[src/scfs_pkg.sv]
// Package for the serial command frame scanner.
// Holds the frame constants, byte codes, result and push types.
// No dependencies; used by every module of the block.
package scfs_pkg;

   // frame geometry
   localparam int FRAME_BYTES  = 64;
   localparam int LAST_CHANNEL = 6;
   localparam int POS_W        = $clog2(FRAME_BYTES);

   // result queue depth (holds two words per byte plus slack)
   localparam int QUEUE_DEPTH = 4;
   localparam int QPTR_W      = $clog2(QUEUE_DEPTH);
   localparam int QCNT_W      = $clog2(QUEUE_DEPTH + 1);

   // byte codes
   localparam logic [7:0] BYTE_NEXT_CHAN = 8'h00;
   localparam logic [7:0] BYTE_PAD       = 8'hFF;
   localparam logic [7:0] BYTE_END_RESP  = 8'hFE;
   localparam logic [7:0] BYTE_PAD_B4    = 8'hB4;
   localparam logic [7:0] BYTE_PAD_56    = 8'h56;
   localparam logic [7:0] BYTE_PAD_B8    = 8'hB8;
   localparam logic [7:0] TOP_BITS_MASK  = 8'hC0;
   localparam logic [7:0] LEN_MASK       = 8'h3F;

   // channel limits
   localparam logic [2:0] CHAN_MAX  = 3'd7;
   localparam logic [2:0] CHAN_LAST = 3'(LAST_CHANNEL);
   localparam logic [2:0] CHAN_CART = 3'd4;

   // scan modes
   localparam logic MODE_CMD  = 1'b0;
   localparam logic MODE_RESP = 1'b1;

   // result kinds
   localparam logic KIND_DESC   = 1'b0;
   localparam logic KIND_NOTICE = 1'b1;

   // targets
   localparam logic [1:0] TGT_PORT      = 2'd0;
   localparam logic [1:0] TGT_CART      = 2'd1;
   localparam logic [1:0] TGT_UNHANDLED = 2'd2;

   // end causes
   localparam logic [1:0] CAUSE_NONE      = 2'd0;
   localparam logic [1:0] CAUSE_MARKER    = 2'd1;
   localparam logic [1:0] CAUSE_CHAN_LIM  = 2'd2;
   localparam logic [1:0] CAUSE_EXHAUSTED = 2'd3;

   typedef struct packed {
      logic       kind;
      logic [2:0] channel;
      logic [5:0] cmd_offset;
      logic [5:0] send_len;
      logic [5:0] recv_len;
      logic [1:0] target;
      logic [1:0] end_cause;
      logic       last;
   } result_type;

   // words produced by one byte, in delivery order
   typedef struct packed {
      logic [1:0] count;
      result_type first;
      result_type second;
   } push_type;

endpackage

[src/scfs_core.sv]
// Scanner state and per-byte decode for the command frame scanner.
// Depends on scfs_pkg; produces up to two result words per byte.
module scfs_core (
   input  logic               clock,
   input  logic               reset,
   input  logic               advance,
   input  logic [7:0]         data_byte,
   input  logic               frame_start,
   input  logic               scan_mode,
   output scfs_pkg::push_type push
);

   typedef enum logic [1:0] {
      PH_SCAN,
      PH_RECV,
      PH_SKIP,
      PH_DONE
   } phase_type;

   logic [scfs_pkg::POS_W-1:0] pos_ff, pos_in;
   logic [2:0]                 chan_ff, chan_in;
   phase_type                  phase_ff, phase_in;
   logic [6:0]                 skip_ff, skip_in;
   logic [5:0]                 hsend_ff, hsend_in;
   logic [5:0]                 hoff_ff, hoff_in;

   logic [scfs_pkg::POS_W+5:0] pos_ext;
   logic [5:0]                 off;
   logic [5:0]                 rlen;
   logic                       desc_v;
   logic                       note_v;
   scfs_pkg::result_type       desc;
   scfs_pkg::result_type       note;

   // low six bits of the current position
   assign pos_ext = {6'b0, (frame_start ? '0 : pos_ff)};
   assign off     = pos_ext[5:0];
   assign rlen    = data_byte[5:0] & scfs_pkg::LEN_MASK[5:0];

   // per-byte decode
   always_comb begin
      phase_type ph;
      logic [2:0] ch;
      logic [6:0] sk;
      logic [scfs_pkg::POS_W-1:0] pos;

      ph  = phase_ff;
      ch  = chan_ff;
      sk  = skip_ff;
      pos = pos_ff;
      if (frame_start) begin
         ph  = PH_SCAN;
         ch  = 3'd0;
         sk  = 7'd0;
         pos = '0;
      end
      hsend_in = hsend_ff;
      hoff_in  = hoff_ff;
      desc_v   = 1'b0;
      note_v   = 1'b0;

      desc            = '0;
      desc.kind       = scfs_pkg::KIND_DESC;
      desc.cmd_offset = hoff_ff;
      desc.send_len   = hsend_ff;
      desc.recv_len   = rlen;
      desc.channel    = ch;
      if (ch < scfs_pkg::CHAN_CART) begin
         desc.target = scfs_pkg::TGT_PORT;
      end else if (ch == scfs_pkg::CHAN_CART) begin
         desc.target = scfs_pkg::TGT_CART;
      end else begin
         desc.target = scfs_pkg::TGT_UNHANDLED;
      end
      desc.end_cause = scfs_pkg::CAUSE_NONE;

      note            = '0;
      note.kind       = scfs_pkg::KIND_NOTICE;
      note.cmd_offset = off;
      note.end_cause  = scfs_pkg::CAUSE_MARKER;
      note.last       = 1'b1;

      case (ph)
         PH_SCAN: begin
            if (data_byte == scfs_pkg::BYTE_NEXT_CHAN) begin
               if (ch < scfs_pkg::CHAN_MAX) begin
                  ch = ch + 3'd1;
               end
               if (ch > scfs_pkg::CHAN_LAST) begin
                  note_v         = 1'b1;
                  note.end_cause = scfs_pkg::CAUSE_CHAN_LIM;
                  ph             = PH_DONE;
               end
            end else if (data_byte == scfs_pkg::BYTE_PAD) begin
               // padding
            end else if (scan_mode == scfs_pkg::MODE_RESP &&
                         data_byte == scfs_pkg::BYTE_END_RESP) begin
               note_v = 1'b1;
               ph     = PH_DONE;
            end else if (scan_mode == scfs_pkg::MODE_RESP &&
                         (data_byte == scfs_pkg::BYTE_PAD_B4 ||
                          data_byte == scfs_pkg::BYTE_PAD_56 ||
                          data_byte == scfs_pkg::BYTE_PAD_B8)) begin
               // padding in the response pass
            end else if ((data_byte & scfs_pkg::TOP_BITS_MASK) == 8'h00) begin
               hsend_in = data_byte[5:0];
               hoff_in  = off;
               ph       = PH_RECV;
            end else begin
               note_v = 1'b1;
               ph     = PH_DONE;
            end
         end
         PH_RECV: begin
            desc_v = 1'b1;
            if (ch < scfs_pkg::CHAN_MAX) begin
               ch = ch + 3'd1;
            end
            sk = {1'b0, hsend_ff} + {1'b0, rlen};
            ph = (sk != 7'd0) ? PH_SKIP : PH_SCAN;
         end
         PH_SKIP: begin
            if (sk != 7'd0) begin
               sk = sk - 7'd1;
            end
            if (sk == 7'd0) begin
               ph = PH_SCAN;
            end
         end
         default: begin
            // frame over: wait for the next frame start
         end
      endcase

      // last byte of the frame
      if (pos >= scfs_pkg::POS_W'(scfs_pkg::FRAME_BYTES - 1)) begin
         if (ph != PH_DONE) begin
            note_v         = 1'b1;
            note.end_cause = scfs_pkg::CAUSE_EXHAUSTED;
            ph             = PH_DONE;
         end
         pos_in = '0;
      end else begin
         pos_in = pos + 1'b1;
      end

      note.channel = ch;
      desc.last    = !note_v;
      chan_in      = ch;
      skip_in      = sk;
      phase_in     = ph;
   end

   // words in delivery order: descriptor first, then notice
   always_comb begin
      push.count  = {1'b0, desc_v} + {1'b0, note_v};
      push.first  = desc_v ? desc : note;
      push.second = note;
   end

   // scanner state
   always_ff @(posedge clock) begin
      if (reset) begin
         pos_ff   <= '0;
         chan_ff  <= 3'd0;
         phase_ff <= PH_SCAN;
         skip_ff  <= 7'd0;
         hsend_ff <= 6'd0;
         hoff_ff  <= 6'd0;
      end else if (advance) begin
         pos_ff   <= pos_in;
         chan_ff  <= chan_in;
         phase_ff <= phase_in;
         skip_ff  <= skip_in;
         hsend_ff <= hsend_in;
         hoff_ff  <= hoff_in;
      end
   end

endmodule

[src/scfs_queue.sv]
// Result queue for the command frame scanner: takes up to two words a
// cycle and hands out one. Depends on scfs_pkg.
module scfs_queue (
   input  logic                 clock,
   input  logic                 reset,
   input  logic [1:0]           wr_count,
   input  scfs_pkg::result_type wr_first,
   input  scfs_pkg::result_type wr_second,
   output logic                 room_two,
   output logic                 rd_valid,
   input  logic                 rd_ready,
   output scfs_pkg::result_type rd_word
);

   scfs_pkg::result_type          mem_ff [scfs_pkg::QUEUE_DEPTH];
   logic [scfs_pkg::QPTR_W-1:0]   wr_ptr_ff, wr_ptr_in;
   logic [scfs_pkg::QPTR_W-1:0]   rd_ptr_ff, rd_ptr_in;
   logic [scfs_pkg::QCNT_W-1:0]   count_ff, count_in;
   logic [scfs_pkg::QPTR_W-1:0]   wr_ptr_next;
   logic                          pop;

   assign rd_valid    = count_ff != '0;
   assign rd_word     = mem_ff[rd_ptr_ff];
   assign pop         = rd_valid && rd_ready;
   assign room_two    = count_ff <= scfs_pkg::QCNT_W'(scfs_pkg::QUEUE_DEPTH - 2);
   assign wr_ptr_next = wr_ptr_ff + 1'b1;

   // pointer and fill bookkeeping
   always_comb begin
      wr_ptr_in = wr_ptr_ff + scfs_pkg::QPTR_W'(wr_count);
      rd_ptr_in = rd_ptr_ff + scfs_pkg::QPTR_W'(pop);
      count_in  = count_ff + scfs_pkg::QCNT_W'(wr_count) - scfs_pkg::QCNT_W'(pop);
   end

   always_ff @(posedge clock) begin
      if (reset) begin
         wr_ptr_ff <= '0;
         rd_ptr_ff <= '0;
         count_ff  <= '0;
      end else begin
         wr_ptr_ff <= wr_ptr_in;
         rd_ptr_ff <= rd_ptr_in;
         count_ff  <= count_in;
      end
   end

   // word storage
   always_ff @(posedge clock) begin
      if (wr_count != 2'd0) begin
         mem_ff[wr_ptr_ff] <= wr_first;
      end
      if (wr_count == 2'd2) begin
         mem_ff[wr_ptr_next] <= wr_second;
      end
   end

endmodule

[src/serial_command_frame_scanner_top.sv]
// Top level of the serial command frame scanner.
// Depends on scfs_pkg, scfs_core and scfs_queue.
//
// Usage:
//   req_ channel: one frame byte per word, req_tdata = data byte,
//   req_tuser = frame start (offset 0 of a new frame).
//   rsp_ channel: command descriptors and end of frame notices;
//   rsp_tuser = kind, rsp_tlast = last word caused by that byte.
//   csr_ port: csr_wen with csr_wdata writes the scan mode
//   (0 command pass, 1 response pass) at the clock edge.
// A taken byte waits in the input register; its decoded words are written
//   into the result queue, which offers them. Throughput: one byte per cycle
//   while the queue has room for two words; a byte at the final offset that
//   finishes a command yields two words. The rate is set by the single decode
//   stage between the input register and the four-word result queue.
// Reset (synchronous, active high) empties the queue, the input register
//   and puts the scan at offset 0, channel 0, command pass.
// When the receiver stalls the queue fills; req_tready drops once fewer
//   than two free slots remain and the input register holds its byte.
module serial_command_frame_scanner_top (
   input  logic        clock,
   input  logic        reset,
   // config
   input  logic        csr_wen,
   input  logic        csr_wdata,
   // byte input
   input  logic        req_tvalid,
   output logic        req_tready,
   input  logic [7:0]  req_tdata,   // [7:0] data_byte
   input  logic        req_tuser,   // [0] frame_start
   // results
   output logic        rsp_tvalid,
   input  logic        rsp_tready,
   output logic [31:0] rsp_tdata,   // [2:0] channel, [8:3] cmd_offset, [14:9] send_len,
                                    // [20:15] recv_len, [22:21] target, [24:23] end_cause
   output logic        rsp_tuser,   // [0] kind
   output logic        rsp_tlast    // last
);

   logic                 mode_ff, mode_in;
   logic                 in_valid_ff, in_valid_in;
   logic [7:0]           in_byte_ff, in_byte_in;
   logic                 in_start_ff, in_start_in;
   logic                 room_two;
   logic                 advance;
   logic                 req_take;
   logic [1:0]           wr_count;
   scfs_pkg::push_type   push;
   scfs_pkg::result_type word;

   assign advance    = in_valid_ff && room_two;
   assign req_tready = !in_valid_ff || advance;
   assign req_take   = req_tvalid && req_tready;
   assign wr_count   = advance ? push.count : 2'd0;

   // input register and mode register
   always_comb begin
      mode_in     = csr_wen ? csr_wdata : mode_ff;
      in_valid_in = req_take ? 1'b1 : (advance ? 1'b0 : in_valid_ff);
      in_byte_in  = req_take ? req_tdata : in_byte_ff;
      in_start_in = req_take ? req_tuser : in_start_ff;
   end

   always_ff @(posedge clock) begin
      if (reset) begin
         mode_ff     <= scfs_pkg::MODE_CMD;
         in_valid_ff <= 1'b0;
      end else begin
         mode_ff     <= mode_in;
         in_valid_ff <= in_valid_in;
      end
   end

   always_ff @(posedge clock) begin
      in_byte_ff  <= in_byte_in;
      in_start_ff <= in_start_in;
   end

   scfs_core u_core (
      .clock       (clock),
      .reset       (reset),
      .advance     (advance),
      .data_byte   (in_byte_ff),
      .frame_start (in_start_ff),
      .scan_mode   (mode_ff),
      .push        (push)
   );

   scfs_queue u_queue (
      .clock     (clock),
      .reset     (reset),
      .wr_count  (wr_count),
      .wr_first  (push.first),
      .wr_second (push.second),
      .room_two  (room_two),
      .rd_valid  (rsp_tvalid),
      .rd_ready  (rsp_tready),
      .rd_word   (word)
   );

   // output packing
   assign rsp_tdata = {7'b0, word.end_cause, word.target, word.recv_len,
                       word.send_len, word.cmd_offset, word.channel};
   assign rsp_tuser = word.kind;
   assign rsp_tlast = word.last;

endmodule

[config.mk]
export PLATFORM = sky130hd
export DESIGN_NAME = serial_command_frame_scanner_top
export DESIGN_NICKNAME = d
export VERILOG_FILES = /design/src/scfs_pkg.sv /design/src/scfs_core.sv /design/src/scfs_queue.sv /design/src/serial_command_frame_scanner_top.sv
export SDC_FILE = /design/constraint.sdc
export NUM_CORES = 1
export LEC_CHECK = 0
export ABC_AREA = 1
export BUFFER_PORTS_ARGS = -buffer_cell sky130_fd_sc_hd__buf_4
export CAP_MARGIN = 20
export CORE_ASPECT_RATIO = 1.4
export CORE_MARGIN = 5
export CORE_UTILIZATION = 35
export DETAILED_ROUTE_END_ITERATION = 12
export GPL_ROUTABILITY_DRIVEN = 1
export HOLD_SLACK_MARGIN = 0.08
export SYNTH_ARGS = -nofsm -noshare
export SYNTH_HDL_FRONTEND = slang
export SYNTH_SLANG_ARGS = --single-unit
[constraint.sdc]
create_clock -name clock -period 5.8 [get_ports clock]
set_clock_uncertainty 0.05 [all_clocks]
set_input_delay 0.58 -clock clock [delete_from_list [all_inputs] [get_ports clock]]
set_output_delay 0.58 -clock clock [all_outputs]
set_load 0.005 [all_outputs]
==> results_dict.tcl, run 1 <==
set metrics [dict create \
    holdPathEnd "in_byte_ff[6]" \
    cts-root-buf "clkbuf_16" \
    cts_tree "built" \
    maxCapViolCount 0 \
    ys_seq_area_share_pct 46.7 \
    p_int_mw 2.50 \
    hpwl_um 15200 \
    hp-class "in -> reg" \
    rr_endpoint "u_queue.mem_ff[1][1]" \
    vias 6988 \
    syn-cell-area_um2 7830 \
    crit_path_end_kind "register" \
    crit_required_ns 6.03 \
    worst_pin_slew_ns 1.07 \
    grt_max_degree 57 \
    netSwitchingFraction_pct 33.9 \
    vias_per_cell 5.20 \
    yosys.area_share.simple_pct 19.0 \
    synth_warnings 0 \
    post_cts_buffers 0 \
    worstHoldPathCells 1 \
    p_clk_share_pct 29.9 \
    ys.flop_type "dfxtp_1" \
    core_um2 21900 \
    status "completed" \
    grt_pass1_vias 6790 \
    clkTransAtPathRegs_ns 0.07 \
    fmax_mhz 207 \
    nets 1071 \
    worstSetupStartpointType "register" \
    syn-mean-instance-area_um2 7.71 \
    setup_viol 0 \
    gp_congestion 0.878 \
    ys_types 41 \
    ant_nets 0 \
    synthArstFlopShare_pct 0 \
    synth_xor_area_share_pct 1.12 \
    p_leak_nw 3.78 \
    clk_latency_ns 0.43 \
    track_usage_pct 17.4 \
    drtIter0Drc 579 \
    syn2layout_area_growth_pct 14.3 \
    sequentialPowerShare_pct 39.4 \
    fp.dieH_um 187 \
    synth_compound_area_share_pct 21.9 \
    combPwrFrac_pct 30.7 \
    critPathArrivalTime_ns 5.05 \
    finalHoldViolations 0 \
    synth_edf_count 53 \
    rows 64 \
    finalMaxSlewViolations 0 \
    yosys.area.top_type "dfxtp_1" \
    r2r_cells 23 \
    wl_per_cell_um 16.2 \
    rsz0062_at_grt "no" \
    synthAdderAreaFrac_pct 3.55 \
    regToRegStartpoint "in_start_ff" \
    die_x_um 136 \
    cts_resized 0 \
    period_needed_ns 4.82 \
    switching_power_mw 1.28 \
    synth_top_area_share_pct 26.3 \
    cts_sinks 156 \
    tns_ns 0 \
    synth_top_family_by_area "compound AO/OA/AOI/OAI gates" \
    synth_cells 1015 \
    clockBufferDepth 2 \
    critical_path_class "reg -> reg" \
    cts_hold_buf 0 \
    slew_headroom_pct 28.8 \
    stdcell_area_um2 8950 \
    numCtsBuffers 17 \
    io-pin-count 51 \
    drive_gt1_share_pct 10.5 \
    wirelength_um 21800 \
    grt_pass1_wl_um 35200 \
    diodes 0 \
    muxShareOfSynthArea_pct 0 \
    antenna_found_initial 0 \
    die-area_um2 25500 \
    peakVddDrop_v 0.000221 \
    reg2reg_slack_ns 0.98 \
    min-delay-start "req_tdata[6]" \
    synth.top_cells.by_area "dfxtp_1 26%, edfxtp_1 20%, o21ai_0 10%" \
    dpl-instance-area_um2 8350 \
    power.total_mw 3.79 \
    drc_errors 0 \
    firstDrtPassIters 5 \
    cp_max_fo 17 \
    synth-seq-cells 156 \
    p_per_area_nw_per_um2 423 \
    port_buffers 43 \
    htree_levels 4 \
    grt_overflow 0 \
    start_util_pct 35.7 \
    finalCritPeriodShare_pct 83.1 \
]
critical path, cell delays in order (launching register included):
cell	delay, ns
edfxtp_1	0.56
nor2_1	0.31
inv_1	0.19
ha_1	0.23
inv_1	0.32
a21oi_1	0.07
o21ai_0	0.12
nand2_1	0.08
nor2_1	0.09
nand3_1	0.08
nand2_1	0.06
nand2_1	0.07
nand2_2	0.08
nand2_4	0.09
nand2_1	0.08
ha_1	0.13
inv_1	0.04
nor2_2	0.26
inv_2	0.07
nor2_1	0.20
nand2_1	0.42
nand2_1	0.62
o21ai_0	0.27
a21oi_1	0.18
state kept, by name, summed over array words and instances (netlist names), 2 cells and up:
signal / count
u_queue.wr_ptr_ff: 2
u_core.skip_ff: 7
u_queue.count_ff: 3
in_byte_ff: 8
u_core.hsend_ff: 6
u_core.pos_ff: 6
u_queue.rd_ptr_ff: 2
u_core.phase_ff: 2
u_queue.mem_ff: 108
u_core.hoff_ff: 6
u_core.chan_ff: 3
metrics by stage:
step / hold slack (ns) / util, % / std cells / setup slack (ns)
6_report: 0.276 / 40.8 / 1345 / 0.978
4_1_cts: 0.253 / 40.8 / 1345 / 1.05
3_3_place_gp: 0.391 / 38.1 / 1313 / 1.23
5_1_grt: 0.258 / 40.8 / 1345 / 0.293
3_5_place_dp: 0.396 / 38.1 / 1313 / 1.08
2_1_floorplan: 0.372 / - / 1021 / 2.14
cells in the mapped netlist, types with 2 or more instances:
library cell    n
nor3_1          5
nand3_1        22
nand2_2         5
xnor2_1         4
edfxtp_1       53
fa_1            2
nor2_4          2
nor2_2          2
a31oi_1         2
xor2_1          6
buf_4           8
o211ai_1        4
nand4_1         5
nand3b_1        2
o22ai_1        35
buf_2           8
nor2_1        124
nand2_1       191
o21ai_2         4
inv_1          77
dfxtp_1       103
inv_2           4
a21oi_1       100
a211oi_1       12
ha_1           19
clkinv_1        3
buf_1           2
o21ai_0       156
clkbuf_1       40
nand2_4         4
power by group through the flow:
stage | combinational (mW) | clock [mW] | sequential, mW
2_1_floorplan | 0.749 | 0 | 1.46
3_3_place_gp | 1.16 | 0 | 1.50
3_5_place_dp | 1.17 | 0 | 1.51
4_1_cts | 1.18 | 1.15 | 1.49
5_1_grt | 1.31 | 1.20 | 1.52
6_report | 1.16 | 1.13 | 1.49
cell usage in the layout (no fill, tap or decap), drive strengths merged, types with 22 or more instances in the layout:
| cell type | count |
|---|---|
| nand2 | 200 |
| buf | 55 |
| nor2 | 128 |
| inv | 91 |
| o21ai | 161 |
| nand3 | 22 |
| a21oi | 100 |
| dfxtp | 103 |
| edfxtp | 53 |
| o22ai | 35 |
cell type report:
cell class                 instances  area (um^2)
timing repair buffer              55          413
fill                            2259        13000
inverter                          85          322
multi-input combinational        720         3590
sequential                       156         3650
clock buffer                      20          478
tap                              297          372
clock inverter                    12          119
kinds of logic (layout without fill, tap and decap cells):
family | after synthesis | after routing
simple gates | 363 | 363
other cells | 1 | 7
compound gates | 319 | 319
flops | 156 | 156
buf+inv | 145 | 172
fa+ha+maj | 21 | 21
xor+xnor | 10 | 10
worst max path at each step:
| stage | startpoint | to | slack [ns] | cells after the start |
|---|---|---|---|---|
| after floorplan | in_byte_ff[0] | u_queue.mem_ff[1][1] | 2.14 | 23 |
| after global placement | in_start_ff | u_queue.mem_ff[1][2] | 1.23 | 23 |
| after detailed placement | in_start_ff | u_queue.mem_ff[1][1] | 1.08 | 23 |
| after CTS | in_start_ff | u_queue.mem_ff[1][1] | 1.05 | 23 |
| after global routing | in_start_ff | u_queue.mem_ff[1][2] | 0.29 | 23 |
| final | in_start_ff | u_queue.mem_ff[1][1] | 0.98 | 23 |
per-layer routing:
layer	wire length (um)	GRT usage, %	up-vias
met5	0	0	-
met3	1020	3.04	53
met1	9070	20.9	3271
li1	-	-	3461
met4	769	7.95	0
met2	11000	29.9	203
Note: power is estimated with default switching activity, not from simulation.
==> run 2, diff against run 1 <==
--- a/config.mk
+++ b/config.mk
@@ -5,7 +5,7 @@
 export SDC_FILE = /design/constraint.sdc
 export NUM_CORES = 1
 export LEC_CHECK = 0
-export ABC_AREA = 1
+export ABC_AREA = 0
 export BUFFER_PORTS_ARGS = -buffer_cell sky130_fd_sc_hd__buf_4
 export CAP_MARGIN = 20
 export CORE_ASPECT_RATIO = 1.4
==> constraint.sdc (replaced) <==
create_clock -name clock -period 4.2 [get_ports clock]
set_clock_uncertainty 0.05 [all_clocks]
set_input_delay 0.42 -clock clock [delete_from_list [all_inputs] [get_ports clock]]
set_output_delay 0.42 -clock clock [all_outputs]
set_load 0.005 [all_outputs]
==> results_dict.tcl, run 2 <==
set metrics [dict create \
    critPathArrivalTime_ns 4.32 \
    hpwl_um 13900 \
    hp-class "in -> reg" \
    clkTransAtPathRegs_ns 0.07 \
    rows 64 \
    synth_commonest_cells "174 x nor2_1, 103 x dfxtp_1, 82 x a21oi_1, 53 x edfxtp_1, 50 x nand2_1" \
    combPwrFrac_pct 23.5 \
    cts_hold_buf 0 \
    p_clk_share_pct 35.7 \
    clockBufferDepth 2 \
    yosysMostFrequentCell "nor2_1" \
    grt_pass1_vias 6052 \
    cts_resized 0 \
    yosys.area.top_type "dfxtp_1" \
    grt_pass1_wl_um 32100 \
    hold_ws_ns 0.107 \
    worst_pin_slew_ns 0.850 \
    synth_top_area_share_pct 26.5 \
    drtIter0Drc 419 \
    cts_tree "built" \
    io-pin-count 51 \
    slew_headroom_pct 43.4 \
    gp_congestion 0.861 \
    start_util_pct 35.6 \
    largest_registers "u_queue.mem_ff x108, in_byte_ff x8, u_core.skip_ff x7" \
    crit_required_ns 4.45 \
    cts_sinks 156 \
    maxCapViolCount 0 \
    ys_seq_area_share_pct 46.9 \
    synth_warnings 0 \
    largest_reg_flops 108 \
    ant_nets 0 \
    period_needed_ns 4.07 \
    peakVddDrop_v 0.000271 \
    vias 6076 \
    synth-seq-cells 156 \
    final_common_cell "nor2_1" \
    p_per_area_nw_per_um2 457 \
    htree_levels 4 \
    cts-root-buf "clkbuf_16" \
    firstDrtPassIters 5 \
    nets 906 \
    final_cell_mix "172 x nor2_1, 101 x dfxtp_1, 87 x buf_4" \
    core_um2 21900 \
    fillers 2105 \
    synth.top_cells.by_area "dfxtp_1 26%, edfxtp_1 20%, nor2_1 8.4%" \
    syn-cell-area_um2 7780 \
    critical_path_class "reg -> reg" \
    sequentialPowerShare_pct 40.7 \
    fmax_mhz 246 \
    syn2layout_area_growth_pct 21.9 \
    finish.utilization_pct 43.4 \
    p_leak_nw 3.54 \
    worstSetupStartpointType "register" \
    crit_path_end_kind "register" \
    die-area_um2 25400 \
    status "completed" \
    cp_max_fo 6 \
    clk_latency_ns 0.44 \
    antenna_found_initial 0 \
    finalMaxSlewViolations 0 \
    switching_power_mw 1.23 \
    syn-mean-instance-area_um2 9.67 \
    regMostFlops "u_queue.mem_ff" \
    rsz0062_at_grt "yes" \
    ys.flop_type "dfxtp_1" \
    numCtsBuffers 17 \
    p_int_mw 3.11 \
    fp.dieH_um 186 \
    finalHoldViolations 0 \
    drive_gt1_share_pct 23.4 \
    setup_viol 0 \
    vias_per_cell 5.15 \
    grt_max_degree 40 \
    drc_errors 0 \
    synth_cells 805 \
    synthArstFlopShare_pct 0 \
    post_cts_buffers 0 \
    die_x_um 136 \
    wl_per_cell_um 16.7 \
    ys_types 77 \
    netSwitchingFraction_pct 28.4 \
    tns_ns 0 \
    finalCritPeriodShare_pct 97.0 \
    synth_edf_count 53 \
    track_usage_pct 15.9 \
    wirelength_um 19700 \
    port_buffers 43 \
    diodes 0 \
    grt_overflow 0 \
]
-- run 2: changes by cell type after synthesis, moves of 6 or more --
cell / delta
inv_1: -66
or3_1: +8
mux2i_1: +13
a22o_1: +25
o22ai_1: -22
buf_2: -6
mux4_2: +27
nand2_1: -141
o21ai_1: +9
o21ai_0: -139
nor2_1: +50
a21oi_1: -18
nor2b_1: +15
-- run 2: worst paths after layout --
| check | startpoint | end | slack (ns) | cells after the start |
|---|---|---|---|---|
| hold / removal | req_tdata[7] | in_byte_ff[7] | 0.11 | 1 |
| setup reg to reg | in_start_ff | u_queue.count_ff[2] | 0.13 | 20 |
| hold reg to reg | u_queue.mem_ff[1][0] | u_queue.mem_ff[1][0] | 0.41 | 1 |
| setup / recovery | in_start_ff | u_queue.count_ff[2] | 0.13 | 20 |
-- run 2: kinds of logic (layout without fill, tap and decap cells) --
group                    after synthesis  count (layout)  share of synthesized area, %
AND/OR/NAND/NOR                      309             309                          18.0
AO/OA/AOI/OAI                        197             197                          16.5
flip-flops                           156             156                          46.9
buffers and inverters                 70             142                          4.15
multiplexers                          41              41                          9.63
adder cells (fa/ha/maj)               21              21                          3.57
XOR/XNOR                              10              10                          1.12
other                                  1               7                        0.0482
-- run 2: power groups by stage --
stage	Clock [mW]	Combinational, mW	Sequential, mW
finish	1.55	1.02	1.77
floorplan	0	0.674	1.75
detailed placement	0	0.919	1.86
CTS	1.58	0.924	1.83
global placement	0	0.914	1.86
global route	1.66	1.12	1.78
-- run 2: cell type report --
class	count	area, um^2	area share, %
timing repair buffer	96	828	8.73
sequential	156	3660	38.5
multi-input combinational	585	3980	41.9
clock buffer	22	500	5.28
clock inverter	10	100	1.06
inverter	14	55.1	0.580
tap	297	372	3.92
-- run 2: critical path, cell delays in order (launching register included) --
cell and delay [ns]:
edfxtp_1 0.39, inv_4 0.08, nand2_4 0.10, ha_4 0.13, or3b_4 0.37, or3_4 0.34, xnor2_1 0.14, o31ai_2 0.28
a311oi_2 0.15, a311oi_2 0.37, o21ai_4 0.09, nand2_2 0.09, ha_4 0.22, nand2_4 0.07, xnor2_2 0.11, ha_2 0.17
inv_1 0.04, fa_1 0.37, xnor2_1 0.19, xnor2_1 0.14, nor2_1 0.05
-- run 2: through the flow --
| stage | worst slack, ns | cells | power, mW | cell area [um^2] |
|---|---|---|---|---|
| 2_1_floorplan | 0.00367 | 811 | 2.42 | 7850 |
| 4_1_cts | 0.00258 | 1179 | 4.34 | 9350 |
| 5_1_grt | -0.103 | 1180 | 4.56 | 9490 |
| 3_3_place_gp | 0.0575 | 1147 | 2.78 | 8740 |
| 6_report | 0.127 | 1180 | 4.34 | 9490 |
| 3_5_place_dp | 0.0204 | 1147 | 2.78 | 8740 |
-- run 2: layer usage --
metal / GRT usage (%) / up-vias / wire length (um) / part of all wire (%)
li1: - / 3029 / - / -
met1: 19.8 / 2933 / 8440 / 43
met2: 27.5 / 97 / 10400 / 53
met3: 3.18 / 17 / 604 / 3.1
met4: 5.12 / 0 / 240 / 1.2
met5: 0 / - / 0 / 0
==> run 3, diff against run 2 <==
--- a/config.mk
+++ b/config.mk
@@ -8,12 +8,15 @@
 export ABC_AREA = 0
 export BUFFER_PORTS_ARGS = -buffer_cell sky130_fd_sc_hd__buf_4
 export CAP_MARGIN = 20
+export CELL_PAD_IN_SITES_DETAIL_PLACEMENT = 0
+export CELL_PAD_IN_SITES_GLOBAL_PLACEMENT = 1
 export CORE_ASPECT_RATIO = 1.4
 export CORE_MARGIN = 5
 export CORE_UTILIZATION = 35
 export DETAILED_ROUTE_END_ITERATION = 12
 export GPL_ROUTABILITY_DRIVEN = 1
 export HOLD_SLACK_MARGIN = 0.08
+export PLACE_DENSITY_LB_ADDON = 0.1
 export SYNTH_ARGS = -nofsm -noshare
 export SYNTH_HDL_FRONTEND = slang
 export SYNTH_SLANG_ARGS = --single-unit
==> results_dict.tcl, run 3 (same netlist as run 2, synthesis figures left out) <==
set metrics [dict create \
    status "completed" \
    slew_headroom_pct 41.8 \
    fillers 2145 \
    final_common_cell "nor2_1" \
    vias_per_cell 5.24 \
    sequentialPowerShare_pct 40.3 \
    drc_errors 0 \
    nets 922 \
    regMostFlops "u_queue.mem_ff" \
    netSwitchingFraction_pct 27.4 \
    cts_hold_buf 0 \
    switching_power_mw 1.23 \
    gp_congestion 0.867 \
    crit_required_ns 4.45 \
    p_leak_nw 3.63 \
    hp-class "in -> reg" \
    clkTransAtPathRegs_ns 0.06 \
    p_int_mw 3.25 \
    ant_nets 0 \
    clk_latency_ns 0.43 \
    wl_per_cell_um 18.0 \
    track_usage_pct 17.4 \
    critPathArrivalTime_ns 4.31 \
    core_um2 21900 \
    hpwl_um 15400 \
    combPwrFrac_pct 22.9 \
    diodes 0 \
    largest_reg_flops 108 \
    maxCapViolCount 0 \
    fmax_mhz 246 \
    die-area_um2 25400 \
    critical_path_class "reg -> reg" \
    power.total_mw 4.47 \
    crit_path_end_kind "register" \
    worst_pin_slew_ns 0.873 \
    finalCritPeriodShare_pct 96.7 \
    peakVddDrop_v 0.000279 \
    grt_pass1_wl_um 34600 \
    regToRegStartpoint "in_byte_ff[1]" \
    die_x_um 136 \
    final_cell_mix "173 x nor2_1, 102 x buf_4, 101 x dfxtp_1" \
    rows 64 \
    antenna_found_initial 0 \
    min-delay-start "req_tdata[4]" \
    largest_registers "u_queue.mem_ff x108, in_byte_ff x8, u_core.skip_ff x7" \
    dpl-instance-area_um2 8890 \
    setup_viol 0 \
    p_clk_share_pct 36.8 \
    finalMaxSlewViolations 0 \
    cp_max_fo 6 \
    startpoint "in_byte_ff[1]" \
    wirelength_um 21500 \
    vias 6268 \
    pre_cts_ws_ns -0.0646 \
    drive_gt1_share_pct 24.1 \
    hold_ws_ns 0.114 \
    rsz0062_at_grt "yes" \
    start_util_pct 35.6 \
    finish.utilization_pct 44.1 \
    drtIter0Drc 409 \
    htree_levels 4 \
    fp.dieH_um 186 \
    p_per_area_nw_per_um2 464 \
    grt_max_degree 40 \
    period_needed_ns 4.06 \
    firstDrtPassIters 6 \
    clockBufferDepth 2 \
    finalHoldViolations 0 \
    grt_pass1_vias 6437 \
    io-pin-count 51 \
    cts_tree "built" \
    numCtsBuffers 17 \
    grt_overflow 0 \
    port_buffers 43 \
    worstSetupStartpointType "register" \
    stdcell_area_um2 9640 \
    setup_ws_ns 0.139 \
    syn2layout_area_growth_pct 23.9 \
    cts-root-buf "clkbuf_16" \
    cts_sinks 156 \
]
## run 3: cell type report
class / count / area (um^2) / area share (%)
Multi-Input combinational cell: 585 / 3970 / 41.1
Timing Repair Buffer: 112 / 957 / 9.93
Sequential cell: 156 / 3660 / 37.9
Tap cell: 297 / 372 / 3.85
Clock buffer: 21 / 470 / 4.88
Inverter: 14 / 55.1 / 0.571
Clock inverter: 11 / 164 / 1.70
## run 3: final timing paths
| path | to | slack (ns) | cells past startpoint |
|---|---|---|---|
| worst max-delay path | u_queue.count_ff[2] | 0.14 | 20 |
| worst min-delay path | in_byte_ff[4] | 0.11 | 1 |
| worst max register to register | u_queue.count_ff[2] | 0.14 | 20 |
| worst min register to register | u_queue.mem_ff[2][0] | 0.42 | 1 |
## run 3: power by group through the flow
stage / clock (mW) / combinational, mW / sequential, mW
finish: 1.65 / 1.03 / 1.80
global route: 1.75 / 1.13 / 1.82
CTS: 1.69 / 1.01 / 1.81
detailed placement: 0 / 0.994 / 1.84
global placement: 0 / 0.981 / 1.83
floorplan: 0 / 0.674 / 1.75
## run 3: repair_timing
item / CTS / global route
endpoints found under the setup margin: 14 / 144
setup buffers: 1 / 0
pin swaps: 5 / 7
resized for setup: 7 / 16
## run 3: through the flow
step	TNS [ns]	std cells
2_1_floorplan	0	811
3_3_place_gp	0	1163
3_5_place_dp	-0.0979	1163
4_1_cts	0	1196
5_1_grt	-0.0524	1196
6_report	0	1196
## run 3: worst max-delay path, cell delays in order, from the launching register on
cell	delay, ns
edfxtp_1	0.44
buf_4	0.19
ha_1	0.28
nand3_1	0.08
a21boi_0	0.32
nor4_1	0.10
a211oi_1	0.34
a41oi_2	0.18
a311oi_2	0.26
buf_4	0.17
o21ai_4	0.05
nand2_2	0.09
ha_4	0.21
nand2_2	0.08
xnor2_2	0.12
ha_2	0.18
inv_1	0.05
fa_2	0.36
xnor2_2	0.19
xnor2_1	0.14
nor2_1	0.05
## run 3: layer usage
layer / global-route usage [%] / up-vias / share of wire, %
met5: 0 / - / 0
met4: 6.21 / 0 / 2.2
met3: 3.45 / 31 / 4.4
met2: 30.1 / 153 / 51
met1: 21.4 / 3021 / 42
li1: - / 3063 / -
